===== src/tapt_pkg.sv =====
// shared types, constants and helper functions of the actuator position tracker
package tapt_pkg;

    // field and datapath widths
    localparam int POS_W      = 18;
    localparam int WIDE_W     = 20;
    localparam int TRAVEL_W   = 13;
    localparam int STARTUP_W  = 10;
    localparam int PCT_W      = 7;
    localparam int ELAPSED_W  = 16;
    localparam int AMOUNT_W   = 8;
    localparam int KIND_W     = 2;
    localparam int POS_PCT_W  = 14;
    localparam int DIV_W      = 20;
    localparam int DIVISOR_W  = 13;
    localparam int DIV_STEPS  = DIV_W;
    localparam int DIV_CNT_W  = $clog2(DIV_STEPS);

    typedef logic signed [POS_W-1:0]  s18_t;
    typedef logic signed [WIDE_W-1:0] wide_t;

    // register limits and reset values
    localparam logic [TRAVEL_W-1:0]  TRAVEL_MIN    = 13'd3000;
    localparam logic [TRAVEL_W-1:0]  TRAVEL_MAX    = 13'd8000;
    localparam logic [TRAVEL_W-1:0]  TRAVEL_RESET  = 13'd3500;
    localparam logic [STARTUP_W-1:0] STARTUP_MAX   = 10'd1000;
    localparam logic [STARTUP_W-1:0] STARTUP_RESET = 10'd250;

    // motion constants
    localparam wide_t END_EXTRA = 20'sd2500;
    localparam wide_t S18_MAX   = 20'sd131071;
    localparam wide_t S18_MIN   = -20'sd131072;

    // percent constants
    localparam logic [PCT_W-1:0]     PCT_FULL  = 7'd100;
    localparam logic [PCT_W-1:0]     SNAP_LOW  = 7'd5;
    localparam logic [PCT_W-1:0]     SNAP_HIGH = 7'd98;
    localparam logic [DIVISOR_W-1:0] PCT_SCALE = 13'd100;

    // request kinds
    typedef enum logic [KIND_W-1:0] {
        KIND_TICK,
        KIND_TARGET,
        KIND_ADJUST,
        KIND_MANUAL
    } kind_t;

    // configuration register indexes
    typedef enum logic {
        CFG_FULL_TRAVEL,
        CFG_STARTUP
    } cfg_index_t;

    // sequencer states
    typedef enum logic [3:0] {
        ST_IDLE,
        ST_TICK,
        ST_MAN,
        ST_PCT_LOAD,
        ST_DIV,
        ST_ADJ,
        ST_TGT_LOAD,
        ST_TGT_APPLY,
        ST_DONE
    } state_t;

    // what the running division is for
    typedef enum logic [1:0] {
        DIV_ADJ,
        DIV_TGT,
        DIV_OUT
    } div_op_t;

    // divider request and response
    typedef struct packed {
        logic                 start;
        logic [DIV_W-1:0]     dividend;
        logic [DIVISOR_W-1:0] divisor;
    } div_req_t;

    typedef struct packed {
        logic             done;
        logic [DIV_W-1:0] quotient;
    } div_rsp_t;

    // saturate to the 18-bit signed range
    function automatic s18_t sat18(input wide_t v);
        s18_t r;
        if (v > S18_MAX)
            r = S18_MAX[POS_W-1:0];
        else if (v < S18_MIN)
            r = S18_MIN[POS_W-1:0];
        else
            r = v[POS_W-1:0];
        return r;
    endfunction

    // clamp a signed value to 0..100
    function automatic logic [PCT_W-1:0] clamp_pct(input wide_t v);
        logic [PCT_W-1:0] r;
        if (v < 0)
            r = '0;
        else if (v > wide_t'({1'b0, PCT_FULL}))
            r = PCT_FULL;
        else
            r = v[PCT_W-1:0];
        return r;
    endfunction

    // percent with end snapping, zero for a position at or below zero
    function automatic logic [PCT_W-1:0] snap_pct(input logic [DIV_W-1:0] q,
                                                  input logic pos_positive);
        logic [PCT_W-1:0] r;
        if (!pos_positive || q < DIV_W'(SNAP_LOW))
            r = '0;
        else if (q > DIV_W'(SNAP_HIGH))
            r = PCT_FULL;
        else
            r = q[PCT_W-1:0];
        return r;
    endfunction

endpackage


===== src/tapt_cfg_if.sv =====
// configuration write channel of the actuator position tracker
interface tapt_cfg_if;
    logic                          valid;
    logic                          ready;
    tapt_pkg::cfg_index_t          index;
    logic [tapt_pkg::TRAVEL_W-1:0] data;

    modport source (output valid, index, data, input ready);
    modport sink   (input valid, index, data, output ready);
endinterface


===== src/tapt_cmd_if.sv =====
// request channel of the actuator position tracker
interface tapt_cmd_if;
    logic                                  valid;
    logic                                  ready;
    logic [tapt_pkg::KIND_W-1:0]           kind;
    logic [tapt_pkg::ELAPSED_W-1:0]        elapsed;
    logic signed [tapt_pkg::AMOUNT_W-1:0]  amount;

    modport source (output valid, kind, elapsed, amount, input ready);
    modport sink   (input valid, kind, elapsed, amount, output ready);
endinterface


===== src/tapt_res_if.sv =====
// result channel of the actuator position tracker
interface tapt_res_if;
    logic                               valid;
    logic                               ready;
    logic                               drive_a;
    logic                               drive_b;
    logic                               enable;
    logic [tapt_pkg::PCT_W-1:0]         position_percent;
    logic signed [tapt_pkg::POS_W-1:0]  outstanding_time;

    modport source (output valid, drive_a, drive_b, enable, position_percent,
                    outstanding_time, input ready);
    modport sink   (input valid, drive_a, drive_b, enable, position_percent,
                    outstanding_time, output ready);
endinterface


===== src/tapt_div.sv =====
// shared restoring divider, one quotient bit per cycle
module tapt_div (
    input  logic               clk,
    input  logic               rst_n,
    input  tapt_pkg::div_req_t req,
    output tapt_pkg::div_rsp_t rsp
);

    logic                               busy_reg, busy_next;
    logic                               done_reg, done_next;
    logic [tapt_pkg::DIV_CNT_W-1:0]     cnt_reg, cnt_next;
    logic [tapt_pkg::DIVISOR_W-1:0]     rem_reg, rem_next;
    logic [tapt_pkg::DIV_W-1:0]         quo_reg, quo_next;
    logic [tapt_pkg::DIVISOR_W-1:0]     divisor_reg, divisor_next;

    logic [tapt_pkg::DIVISOR_W:0]       rem_shift;
    logic [tapt_pkg::DIVISOR_W:0]       rem_sub;
    logic                               fits;
    logic                               last_step;

    // one trial subtraction
    always_comb
    begin
        rem_shift = {rem_reg, quo_reg[tapt_pkg::DIV_W-1]};
        fits      = rem_shift >= {1'b0, divisor_reg};
        rem_sub   = rem_shift - {1'b0, divisor_reg};
        last_step = cnt_reg == tapt_pkg::DIV_CNT_W'(tapt_pkg::DIV_STEPS - 1);
    end

    // step control and shift
    always_comb
    begin
        busy_next    = busy_reg;
        done_next    = 1'b0;
        cnt_next     = cnt_reg;
        rem_next     = rem_reg;
        quo_next     = quo_reg;
        divisor_next = divisor_reg;
        if (req.start)
        begin
            busy_next    = 1'b1;
            cnt_next     = '0;
            rem_next     = '0;
            quo_next     = req.dividend;
            divisor_next = req.divisor;
        end
        else if (busy_reg)
        begin
            rem_next = fits ? rem_sub[tapt_pkg::DIVISOR_W-1:0]
                            : rem_shift[tapt_pkg::DIVISOR_W-1:0];
            quo_next = {quo_reg[tapt_pkg::DIV_W-2:0], fits};
            cnt_next = cnt_reg + 1'b1;
            if (last_step)
            begin
                busy_next = 1'b0;
                done_next = 1'b1;
            end
        end
    end

    // control registers
    always_ff @(posedge clk or negedge rst_n)
    begin
        if (!rst_n)
        begin
            busy_reg <= 1'b0;
            done_reg <= 1'b0;
            cnt_reg  <= '0;
        end
        else
        begin
            busy_reg <= busy_next;
            done_reg <= done_next;
            cnt_reg  <= cnt_next;
        end
    end

    // datapath registers
    always_ff @(posedge clk)
    begin
        rem_reg     <= rem_next;
        quo_reg     <= quo_next;
        divisor_reg <= divisor_next;
    end

    assign rsp.done     = done_reg;
    assign rsp.quotient = quo_reg;

endmodule


===== src/timed_actuator_position_tracker.sv =====
// top level of the timed actuator position tracker
//
// Open-loop actuator driver that estimates position from run time. Each request
// (tick, set target, adjust percent, manual jog) gives one result with the bridge
// pin levels, the position percent and the signed outstanding move time. One
// shared 20-step restoring divider does all percent and target arithmetic, so a
// request holds the block busy until it returns to idle: one division for a tick
// or manual request, two for a target and three for an adjust, with the result
// loaded on the way back to idle. A new request is taken while the
// previous result still waits in the output register. Configuration writes are
// taken in any cycle and are meant for an idle block; full travel time is clamped
// to 3000..8000 and startup time to at most 1000 on write.
module timed_actuator_position_tracker (
    input  logic clk,
    input  logic rst_n,
    tapt_cfg_if.sink   cfg,
    tapt_cmd_if.sink   cmd,
    tapt_res_if.source res
);

    // sequencer
    tapt_pkg::state_t  state_reg, state_next;
    tapt_pkg::div_op_t op_reg, op_next;

    // actuator state
    tapt_pkg::s18_t                       ext_reg, ext_next;
    tapt_pkg::s18_t                       ret_reg, ret_next;
    tapt_pkg::s18_t                       pos_reg, pos_next;
    logic signed [tapt_pkg::AMOUNT_W-1:0] man_reg, man_next;
    logic                                 pin_a_reg, pin_a_next;
    logic                                 pin_b_reg, pin_b_next;
    logic                                 pin_en_reg, pin_en_next;
    logic [tapt_pkg::TRAVEL_W-1:0]        ftt_reg, ftt_next;
    logic [tapt_pkg::STARTUP_W-1:0]       st_reg, st_next;

    // request payload and working values
    logic [tapt_pkg::ELAPSED_W-1:0]       elapsed_reg, elapsed_next;
    logic signed [tapt_pkg::AMOUNT_W-1:0] amount_reg, amount_next;
    logic [tapt_pkg::PCT_W-1:0]           tgt_pct_reg, tgt_pct_next;
    logic [tapt_pkg::PCT_W-1:0]           pct_reg, pct_next;

    // result register
    logic                                 res_valid_reg, res_valid_next;
    logic                                 res_a_reg, res_b_reg, res_en_reg;
    logic [tapt_pkg::PCT_W-1:0]           res_pct_reg;
    tapt_pkg::s18_t                       res_out_reg;

    // control outputs of the sequencer
    logic                                 cmd_ready;
    logic                                 res_load;
    tapt_pkg::div_req_t                   div_req;
    tapt_pkg::div_rsp_t                   div_rsp;

    // datapath intermediates
    tapt_pkg::wide_t                      pos_w, dt_w, st_w, tgt_w, diff_w, adj_w;
    tapt_pkg::s18_t                       ftt_s;
    tapt_pkg::s18_t                       pos_move, pos_pre, pos_tick, ext_tick, ret_tick;
    tapt_pkg::s18_t                       ext_tgt, ret_tgt, pos_tgt;
    tapt_pkg::s18_t                       outstanding;
    logic                                 tick_idle, tick_extend;
    logic                                 moving, tgt_extend, tgt_retract;

    tapt_div u_div (
        .clk   (clk),
        .rst_n (rst_n),
        .req   (div_req),
        .rsp   (div_rsp)
    );

    // next state
    always_comb
    begin
        state_next = state_reg;
        case (state_reg)
            tapt_pkg::ST_IDLE:
            begin
                if (cmd.valid)
                begin
                    case (tapt_pkg::kind_t'(cmd.kind))
                        tapt_pkg::KIND_TICK:   state_next = tapt_pkg::ST_TICK;
                        tapt_pkg::KIND_TARGET: state_next = tapt_pkg::ST_TGT_LOAD;
                        tapt_pkg::KIND_ADJUST: state_next = tapt_pkg::ST_PCT_LOAD;
                        tapt_pkg::KIND_MANUAL: state_next = tapt_pkg::ST_MAN;
                        default:               state_next = tapt_pkg::ST_IDLE;
                    endcase
                end
            end
            tapt_pkg::ST_TICK:      state_next = tapt_pkg::ST_PCT_LOAD;
            tapt_pkg::ST_MAN:       state_next = tapt_pkg::ST_PCT_LOAD;
            tapt_pkg::ST_PCT_LOAD:  state_next = tapt_pkg::ST_DIV;
            tapt_pkg::ST_TGT_LOAD:  state_next = tapt_pkg::ST_DIV;
            tapt_pkg::ST_DIV:
            begin
                if (div_rsp.done)
                begin
                    case (op_reg)
                        tapt_pkg::DIV_ADJ: state_next = tapt_pkg::ST_ADJ;
                        tapt_pkg::DIV_TGT: state_next = tapt_pkg::ST_TGT_APPLY;
                        tapt_pkg::DIV_OUT: state_next = tapt_pkg::ST_DONE;
                        default:           state_next = tapt_pkg::ST_DONE;
                    endcase
                end
            end
            tapt_pkg::ST_ADJ:       state_next = tapt_pkg::ST_TGT_LOAD;
            tapt_pkg::ST_TGT_APPLY: state_next = tapt_pkg::ST_PCT_LOAD;
            tapt_pkg::ST_DONE:
            begin
                if (!res_valid_reg || res.ready)
                    state_next = tapt_pkg::ST_IDLE;
            end
            default:                state_next = tapt_pkg::ST_IDLE;
        endcase
    end

    // sequencer outputs
    always_comb
    begin
        cmd_ready        = state_reg == tapt_pkg::ST_IDLE;
        res_load         = (state_reg == tapt_pkg::ST_DONE) && (!res_valid_reg || res.ready);
        div_req.start    = (state_reg == tapt_pkg::ST_PCT_LOAD) ||
                           (state_reg == tapt_pkg::ST_TGT_LOAD);
        if (state_reg == tapt_pkg::ST_PCT_LOAD)
        begin
            div_req.dividend = (pos_reg > 0)
                ? tapt_pkg::DIV_W'(pos_reg[tapt_pkg::POS_PCT_W-1:0]) *
                  tapt_pkg::DIV_W'(tapt_pkg::PCT_FULL)
                : '0;
            div_req.divisor  = ftt_reg;
        end
        else
        begin
            div_req.dividend = tapt_pkg::DIV_W'(ftt_reg) * tapt_pkg::DIV_W'(tgt_pct_reg);
            div_req.divisor  = tapt_pkg::PCT_SCALE;
        end
    end

    // tick arithmetic
    always_comb
    begin
        pos_w       = tapt_pkg::wide_t'(pos_reg);
        dt_w        = tapt_pkg::wide_t'({1'b0, elapsed_reg});
        ftt_s       = tapt_pkg::s18_t'({{(tapt_pkg::POS_W - tapt_pkg::TRAVEL_W){1'b0}}, ftt_reg});
        tick_idle   = (ext_reg <= 0) && (ret_reg <= 0) && (man_reg == 0);
        tick_extend = (ext_reg > 0) || (man_reg > 0);
        pos_move    = tapt_pkg::sat18(tick_extend ? pos_w + dt_w : pos_w - dt_w);
        pos_pre     = tick_idle ? pos_reg : pos_move;
        if (pos_pre <= 0)
            pos_tick = '0;
        else if (pos_pre >= ftt_s)
            pos_tick = ftt_s;
        else
            pos_tick = pos_pre;
        ext_tick = ext_reg;
        ret_tick = ret_reg;
        if (tick_idle)
        begin
            ext_tick = '0;
            ret_tick = '0;
        end
        else if (man_reg == 0)
        begin
            if (tick_extend)
                ext_tick = tapt_pkg::sat18(tapt_pkg::wide_t'(ext_reg) - dt_w);
            else
                ret_tick = tapt_pkg::sat18(tapt_pkg::wide_t'(ret_reg) - dt_w);
        end
    end

    // target and adjust arithmetic, quotient holds the target time
    always_comb
    begin
        st_w        = tapt_pkg::wide_t'({1'b0, st_reg});
        tgt_w       = tapt_pkg::wide_t'({1'b0, div_rsp.quotient[tapt_pkg::TRAVEL_W-1:0]});
        diff_w      = tgt_w - pos_w;
        moving      = (ext_reg != 0) || (ret_reg != 0);
        tgt_extend  = diff_w > 0;
        tgt_retract = diff_w < 0;
        ext_tgt = tgt_extend
            ? tapt_pkg::sat18(diff_w + ((tgt_pct_reg == tapt_pkg::PCT_FULL)
                                        ? tapt_pkg::END_EXTRA : tapt_pkg::wide_t'(0)))
            : '0;
        ret_tgt = tgt_retract
            ? tapt_pkg::sat18(-diff_w + ((tgt_pct_reg == '0)
                                         ? tapt_pkg::END_EXTRA : tapt_pkg::wide_t'(0)))
            : '0;
        // startup compensation only when starting from rest
        if (!moving && tgt_extend)
            pos_tgt = tapt_pkg::sat18(pos_w - st_w);
        else if (!moving && tgt_retract)
            pos_tgt = tapt_pkg::sat18(pos_w + st_w);
        else
            pos_tgt = pos_reg;
        adj_w = tapt_pkg::wide_t'({1'b0, pct_reg}) + tapt_pkg::wide_t'(amount_reg);
    end

    // signed outstanding time
    always_comb
    begin
        if (ext_reg > 0)
            outstanding = ext_reg;
        else if (ret_reg > 0)
            outstanding = -ret_reg;
        else
            outstanding = '0;
    end

    // datapath next values
    always_comb
    begin
        op_next      = op_reg;
        ext_next     = ext_reg;
        ret_next     = ret_reg;
        pos_next     = pos_reg;
        man_next     = man_reg;
        pin_a_next   = pin_a_reg;
        pin_b_next   = pin_b_reg;
        pin_en_next  = pin_en_reg;
        ftt_next     = ftt_reg;
        st_next      = st_reg;
        elapsed_next = elapsed_reg;
        amount_next  = amount_reg;
        tgt_pct_next = tgt_pct_reg;
        pct_next     = pct_reg;

        // configuration writes
        if (cfg.valid)
        begin
            case (cfg.index)
                tapt_pkg::CFG_FULL_TRAVEL:
                begin
                    if (cfg.data < tapt_pkg::TRAVEL_MIN)
                        ftt_next = tapt_pkg::TRAVEL_MIN;
                    else if (cfg.data > tapt_pkg::TRAVEL_MAX)
                        ftt_next = tapt_pkg::TRAVEL_MAX;
                    else
                        ftt_next = cfg.data;
                end
                tapt_pkg::CFG_STARTUP:
                begin
                    if (cfg.data[tapt_pkg::STARTUP_W-1:0] > tapt_pkg::STARTUP_MAX)
                        st_next = tapt_pkg::STARTUP_MAX;
                    else
                        st_next = cfg.data[tapt_pkg::STARTUP_W-1:0];
                end
                default:
                begin
                    ftt_next = ftt_reg;
                end
            endcase
        end

        case (state_reg)
            tapt_pkg::ST_IDLE:
            begin
                if (cmd.valid)
                begin
                    elapsed_next = cmd.elapsed;
                    amount_next  = cmd.amount;
                    tgt_pct_next = tapt_pkg::clamp_pct(tapt_pkg::wide_t'(cmd.amount));
                    op_next      = (tapt_pkg::kind_t'(cmd.kind) == tapt_pkg::KIND_ADJUST)
                                   ? tapt_pkg::DIV_ADJ : tapt_pkg::DIV_OUT;
                end
            end
            tapt_pkg::ST_TICK:
            begin
                pin_a_next  = !tick_idle && !tick_extend;
                pin_b_next  = !tick_idle && tick_extend;
                pin_en_next = 1'b1;
                ext_next    = ext_tick;
                ret_next    = ret_tick;
                pos_next    = pos_tick;
            end
            tapt_pkg::ST_MAN:
            begin
                man_next = amount_reg;
            end
            tapt_pkg::ST_DIV:
            begin
                if (div_rsp.done && op_reg != tapt_pkg::DIV_TGT)
                    pct_next = tapt_pkg::snap_pct(div_rsp.quotient, pos_reg > 0);
            end
            tapt_pkg::ST_ADJ:
            begin
                tgt_pct_next = tapt_pkg::clamp_pct(adj_w);
            end
            tapt_pkg::ST_TGT_LOAD:
            begin
                op_next = tapt_pkg::DIV_TGT;
            end
            tapt_pkg::ST_TGT_APPLY:
            begin
                op_next  = tapt_pkg::DIV_OUT;
                man_next = '0;
                ext_next = ext_tgt;
                ret_next = ret_tgt;
                pos_next = pos_tgt;
            end
            default:
            begin
                op_next = op_reg;
            end
        endcase
    end

    // result valid flag
    always_comb
    begin
        if (res_load)
            res_valid_next = 1'b1;
        else if (res.ready)
            res_valid_next = 1'b0;
        else
            res_valid_next = res_valid_reg;
    end

    // control and actuator state registers
    always_ff @(posedge clk or negedge rst_n)
    begin
        if (!rst_n)
        begin
            state_reg     <= tapt_pkg::ST_IDLE;
            op_reg        <= tapt_pkg::DIV_OUT;
            res_valid_reg <= 1'b0;
            ext_reg       <= '0;
            ret_reg       <= '0;
            pos_reg       <= '0;
            man_reg       <= '0;
            pin_a_reg     <= 1'b0;
            pin_b_reg     <= 1'b0;
            pin_en_reg    <= 1'b0;
            ftt_reg       <= tapt_pkg::TRAVEL_RESET;
            st_reg        <= tapt_pkg::STARTUP_RESET;
        end
        else
        begin
            state_reg     <= state_next;
            op_reg        <= op_next;
            res_valid_reg <= res_valid_next;
            ext_reg       <= ext_next;
            ret_reg       <= ret_next;
            pos_reg       <= pos_next;
            man_reg       <= man_next;
            pin_a_reg     <= pin_a_next;
            pin_b_reg     <= pin_b_next;
            pin_en_reg    <= pin_en_next;
            ftt_reg       <= ftt_next;
            st_reg        <= st_next;
        end
    end

    // payload registers
    always_ff @(posedge clk)
    begin
        elapsed_reg <= elapsed_next;
        amount_reg  <= amount_next;
        tgt_pct_reg <= tgt_pct_next;
        pct_reg     <= pct_next;
        if (res_load)
        begin
            res_a_reg   <= pin_a_reg;
            res_b_reg   <= pin_b_reg;
            res_en_reg  <= pin_en_reg;
            res_pct_reg <= pct_reg;
            res_out_reg <= outstanding;
        end
    end

    // port drive
    assign cfg.ready            = 1'b1;
    assign cmd.ready            = cmd_ready;
    assign res.valid            = res_valid_reg;
    assign res.drive_a          = res_a_reg;
    assign res.drive_b          = res_b_reg;
    assign res.enable           = res_en_reg;
    assign res.position_percent = res_pct_reg;
    assign res.outstanding_time = res_out_reg;

    // extend and retract time are never outstanding together
    assert property (@(posedge clk) disable iff (!rst_n)
        !((ext_reg > 0) && (ret_reg > 0)))
        else $error("extend and retract both outstanding");

    // an accepted request makes the block busy
    assert property (@(posedge clk) disable iff (!rst_n)
        (cmd.valid && cmd.ready) |=> !cmd.ready)
        else $error("request accepted while still busy");

    // pins move only on a tick
    assert property (@(posedge clk) disable iff (!rst_n)
        (state_reg != tapt_pkg::ST_TICK) |=> $stable({pin_a_reg, pin_b_reg, pin_en_reg}))
        else $error("pin levels changed outside a tick");

    // divider completes only while the sequencer waits for it
    assert property (@(posedge clk) disable iff (!rst_n)
        div_rsp.done |-> (state_reg == tapt_pkg::ST_DIV))
        else $error("divider done outside the wait state");

endmodule

===== src/flat_wrapper.sv =====
// flat-port wrapper written by rule: the top's interface ports become plain ports
module timed_actuator_position_tracker_flat 
  (clk, rst_n, cfg_valid, cfg_index, cfg_data, cfg_ready, cmd_valid, cmd_kind, cmd_elapsed, cmd_amount, cmd_ready, res_valid, res_drive_a, res_drive_b, res_enable, res_position_percent, res_outstanding_time, res_ready);
  tapt_cfg_if cfg_i ();
  tapt_cmd_if cmd_i ();
  tapt_res_if res_i ();
  input  logic clk;
  input  logic rst_n;
  input wire logic [$bits(cfg_i.valid)-1:0] cfg_valid;
  input wire logic [$bits(cfg_i.index)-1:0] cfg_index;
  input wire logic [$bits(cfg_i.data)-1:0] cfg_data;
  output wire logic [$bits(cfg_i.ready)-1:0] cfg_ready;
  input wire logic [$bits(cmd_i.valid)-1:0] cmd_valid;
  input wire logic [$bits(cmd_i.kind)-1:0] cmd_kind;
  input wire logic [$bits(cmd_i.elapsed)-1:0] cmd_elapsed;
  input wire logic [$bits(cmd_i.amount)-1:0] cmd_amount;
  output wire logic [$bits(cmd_i.ready)-1:0] cmd_ready;
  output wire logic [$bits(res_i.valid)-1:0] res_valid;
  output wire logic [$bits(res_i.drive_a)-1:0] res_drive_a;
  output wire logic [$bits(res_i.drive_b)-1:0] res_drive_b;
  output wire logic [$bits(res_i.enable)-1:0] res_enable;
  output wire logic [$bits(res_i.position_percent)-1:0] res_position_percent;
  output wire logic [$bits(res_i.outstanding_time)-1:0] res_outstanding_time;
  input wire logic [$bits(res_i.ready)-1:0] res_ready;
  assign cfg_i.valid = cfg_valid;
  assign cfg_i.index = cfg_index;
  assign cfg_i.data = cfg_data;
  assign cfg_ready = cfg_i.ready;
  assign cmd_i.valid = cmd_valid;
  assign cmd_i.kind = cmd_kind;
  assign cmd_i.elapsed = cmd_elapsed;
  assign cmd_i.amount = cmd_amount;
  assign cmd_ready = cmd_i.ready;
  assign res_valid = res_i.valid;
  assign res_drive_a = res_i.drive_a;
  assign res_drive_b = res_i.drive_b;
  assign res_enable = res_i.enable;
  assign res_position_percent = res_i.position_percent;
  assign res_outstanding_time = res_i.outstanding_time;
  assign res_i.ready = res_ready;
  timed_actuator_position_tracker u_core (.clk(clk), .rst_n(rst_n), .cfg(cfg_i), .cmd(cmd_i), .res(res_i));
endmodule

===== config.mk =====
export PLATFORM = sky130hd
export DESIGN_NAME = timed_actuator_position_tracker_flat
export DESIGN_NICKNAME = d
export VERILOG_FILES = /design/src/tapt_pkg.sv /design/src/tapt_cfg_if.sv /design/src/tapt_cmd_if.sv /design/src/tapt_res_if.sv /design/src/tapt_div.sv /design/src/timed_actuator_position_tracker.sv /design/src/flat_wrapper.sv
export SDC_FILE = /design/constraint.sdc
export NUM_CORES = 1
export LEC_CHECK = 0
export BUFFER_PORTS_ARGS = -buffer_cell sky130_fd_sc_hd__buf_4
export CORE_ASPECT_RATIO = 0.9
export CORE_MARGIN = 2
export CORE_UTILIZATION = 40
export DETAILED_ROUTE_END_ITERATION = 10
export GPL_ROUTABILITY_DRIVEN = 0
export GPL_TIMING_DRIVEN = 1
export PLACE_DENSITY = 0.56
export SLEW_MARGIN = 20
export SYNTH_ARGS = -nofsm -noshare
export SYNTH_HDL_FRONTEND = slang
export SYNTH_HIERARCHICAL = 1
export SYNTH_SLANG_ARGS = --single-unit

===== constraint.sdc =====
create_clock -name clk -period 5.7 [get_ports clk]
set_input_delay 0.57 -clock clk [delete_from_list [all_inputs] [get_ports clk]]
set_output_delay 0.57 -clock clk [all_outputs]
set_load 0.01 [all_outputs]

==> summary.md <==
| Metric | Value |
|---|---|
| Die height | 226 µm |
| Setup TNS | -3.14 ns |
| DRT iter0 DRCs | 1,846 |
| Clock-pin slew on the worst setup and hold paths | 0.06 ns |
| Max stage delay on crit path | 0.50 ns |
| Post-route insts no fill | 3,460 |
| Int Power | 3.96 mW |
| Placed cell areas | 24,400 µm² |
| Core area | 54,100 µm² |
| Final Hold Vio Count | 0 |
| Yosys warnings | 6 |
| Net switching power | 2.35 mW |
| Failing checks | setup timing |
| Max-slew headroom | 0.238 |
| Register area share after synthesis | 0.266 |
| Overflow after GRT | 0 |
| Min-delay worst type | in -> async |
| Post-CTS Hold Fix Bufs | 0 |
| Crit-path slowest cell | or3_4 |
| Clock root cell | clkbuf_16 |
| H-tree depth | 1 |
| Mapped Nets | 2,859 |
| Via-to-Cell Ratio | 5.76 |
| Setup WS post-layout | -0.285 ns |
| CP Buf/Inv Count | 3 |
| Setup slack after placement | -0.640 ns |
| Placed insts | 3,387 |
| Layout cells sized above 1 | 0.174 |
| Synthesized area | 21,800 µm² |
| Register area | 5800 µm² |
| Final-report setup violation count | 13 |
| Die Area | 56,400 µm² |
| Flop pwr share | 0.268 |
| Routed len/inst | 20.7 µm |
| Routed wire length | 71.7 mm |
| TritonRoute pass-1 iters | 6 |
| Via count of the routed design | 19,900 |
| Synth cell types | 105 |
| WP data required | 6.12 ns |
| Cell Pwr Density | 243 nW/µm² |
| Largest register FFs | 20 |
| Initial Util | 0.403 |
| First-pass GRT wire length | 111 mm |
| Mean area per synthesized cell | 8.65 µm² |
| Combinational share of power | 0.435 |
| Worst setup SP type | register |
| R2R cell count | 25 |
| P_leak | 11.4 nW |
| Overall Global Routing Usage | 0.250 |
| Hold slack final | 0.00559 ns |
| Switching Share | 0.373 |
| I/O Buffers | 74 |
| Multi-input combinational cell area | 15,200 µm² |
| Post-synth EDFFs | 99 |
| Layout area overhead | 18.8% |
| Worst R2R Start | u_core/man_reg[2]$_DFFE_PN0P_ |
| Actual slew at the worst max-slew pin | 1.11 ns |
| R2R setup slack | -0.28 ns |
| CP arrival | 6.40 ns |
| Most frequent CP cell | or3_4 |
| Status | finished with violations |
| Number of fill cells | 5,241 |
| Delay-heaviest family, CP | compound AO/OA/AOI/OAI gates |
| Antenna viol nets, final | 0 |
| Clock skew | 0.0292 ns |
| NumNets Final | 3,071 |
| Main flop type after synthesis | edfxtp_1 |
| Ant diodes | 0 |
| Post-Syn Instances | 2,521 |
| Tmin final | 5.98 ns |
| Max VDD drop | 0.000322 V |
| Vias in the first global route | 19,300 |
| Die Wd | 250 µm |
| Slew Limit Fails | 0 |
| End of the worst register-to-register path | u_core/pos_reg[0]$_DFFE_PN0P_ |
| Clk pwr share | 0.296 |
| Fmax | 167 MHz |
| Synth Register Bits | 214 |
| Critical path class | reg -> reg |
| Largest net degree at the start of global routing | 62 |
| Clock sinks | 214 |
| CTS tree | yes |
| FFs w/ async S/R, synth | 0.477 |
| Tcrit/Tclk final | 1.05 |
| Post-route cell area | 25,900 µm² |
| Drt drc | 0 |
| Skew-Pair Late Insertion Delay | 0.58 ns |
| RSZ-0062 raised after global routing | true |
| Worst setup EP type | register |
| Initial antenna violation count | 0 |
| CP max FO | 7 |
| Max Cap Violations | 0 |
| Floorplan row count | 81 |
| CTS Buffer Depth | 3 |
| Ports | 76 |
| Post-DP HPWL | 57.0 mm |
| Cell count along the critical path | 25 |
| CTS buffer count | 28 |
-- per-layer routing --
| metal | vias to the layer above | part of all wire | GRT usage | wire (µm) |
|---|---|---|---|---|
| met5 | - | 0 | 0 | 0 |
| met2 | 780 | 0.42 | 0.376 | 30200 |
| met4 | 0 | 0.029 | 0.0780 | 2060 |
| li1 | 9458 | - | - | - |
| met3 | 117 | 0.081 | 0.0379 | 5840 |
| met1 | 9586 | 0.47 | 0.366 | 33600 |
-- synthesized netlist by cell type (35+ instances only) --
library cell  instances  area (µm²)
inv_1               242         908
o21ai_0             112         561
clkbuf_1             75         282
nor3_1               56         280
a21oi_1             141         706
xnor2_1             108         946
dfrtp_1              88        2200
nand2_1             248         931
nand2b_1             35         219
edfxtp_1             99        2970
fa_1                 75        1500
xor2_1               51         447
a31oi_1              44         275
nand3_1              47         235
a21o_1               42         315
nor2_1              207         777
ha_1                218        2730
and2_1               44         275
-- kinds of logic after synthesis --
kind of cell | after synthesis | share of synthesized area
DFF | 214 | 0.266
muxes | 54 | 0.0265
AOI/OAI and AO/OA | 664 | 0.213
adders and majority gates | 293 | 0.194
other | 1 | 0.000172
and+or+nand+nor | 795 | 0.175
xor gates and xnor gates | 160 | 0.0646
buffers and inverters | 340 | 0.0610
-- stage by stage --
stage	power (mW)	utilization
6_report	6.31	0.479
3_3_place_gp	4.38	0.450
3_5_place_dp	4.41	0.450
4_1_cts	6.31	0.473
5_1_grt	6.75	0.479
2_1_floorplan	3.66	-
-- power groups by stage --
| stage | combinational, mW | clock [mW] | sequential [mW] |
|---|---|---|---|
| 4_1_cts | 2.71 | 1.91 | 1.69 |
| 3_3_place_gp | 2.66 | 0 | 1.72 |
| 5_1_grt | 3.09 | 1.97 | 1.69 |
| 3_5_place_dp | 2.69 | 0 | 1.72 |
| 2_1_floorplan | 1.99 | 0 | 1.68 |
| 6_report | 2.75 | 1.87 | 1.69 |
-- what timing repair did --
action                                 4_1_cts  5_1_grt
gates cloned                                 1        0
pin swaps                                   18       30
endpoints found under the hold margin        0        0
setup buffers                                4       17
gates resized for setup                     39       40
setup endpoints to repair                   13       17
-- placed cells by master, fill, tap and decap left out, drive strengths merged, types with 35 or more instances in the layout --
cell | netlist | layout
a21o | 43 | 43
a21oi | 143 | 143
a31oi | 44 | 44
and2 | 44 | 44
buf | 23 | 280
clkbuf | 75 | 43
dfrtp | 88 | 88
edfxtp | 99 | 99
fa | 75 | 75
ha | 218 | 218
inv | 242 | 243
nand2 | 248 | 248
nand2b | 35 | 35
nand3 | 48 | 48
nor2 | 207 | 207
nor3 | 56 | 56
o21ai | 120 | 120
xnor2 | 109 | 109
xor2 | 51 | 51
-- worst max-delay path by stage --
stage / startpoint / to
after floorplan: u_core/elapsed_reg[8]$_DFFE_PP_ / u_core/pos_reg[10]$_DFFE_PN0P_
after global placement: u_core/man_reg[2]$_DFFE_PN0P_ / u_core/pos_reg[10]$_DFFE_PN0P_
after detailed placement: u_core/man_reg[2]$_DFFE_PN0P_ / u_core/pos_reg[2]$_DFFE_PN0P_
after CTS: u_core/man_reg[6]$_DFFE_PN0P_ / u_core/pos_reg[2]$_DFFE_PN0P_
after global routing: u_core/man_reg[2]$_DFFE_PN0P_ / u_core/pos_reg[2]$_DFFE_PN0P_
final: u_core/man_reg[2]$_DFFE_PN0P_ / u_core/pos_reg[0]$_DFFE_PN0P_
-- cell type report --
| class | instances | share of cell area |
|---|---|---|
| inverters | 242 | 0.0351 |
| repair buffers | 280 | 0.0849 |
| flip-flops and latches | 214 | 0.224 |
| multi-input cells | 1967 | 0.585 |
| clock buffers | 43 | 0.0312 |
| clock inverters | 9 | 0.00575 |
| well taps | 705 | 0.0341 |
Power figures use the tool's default switching activity.
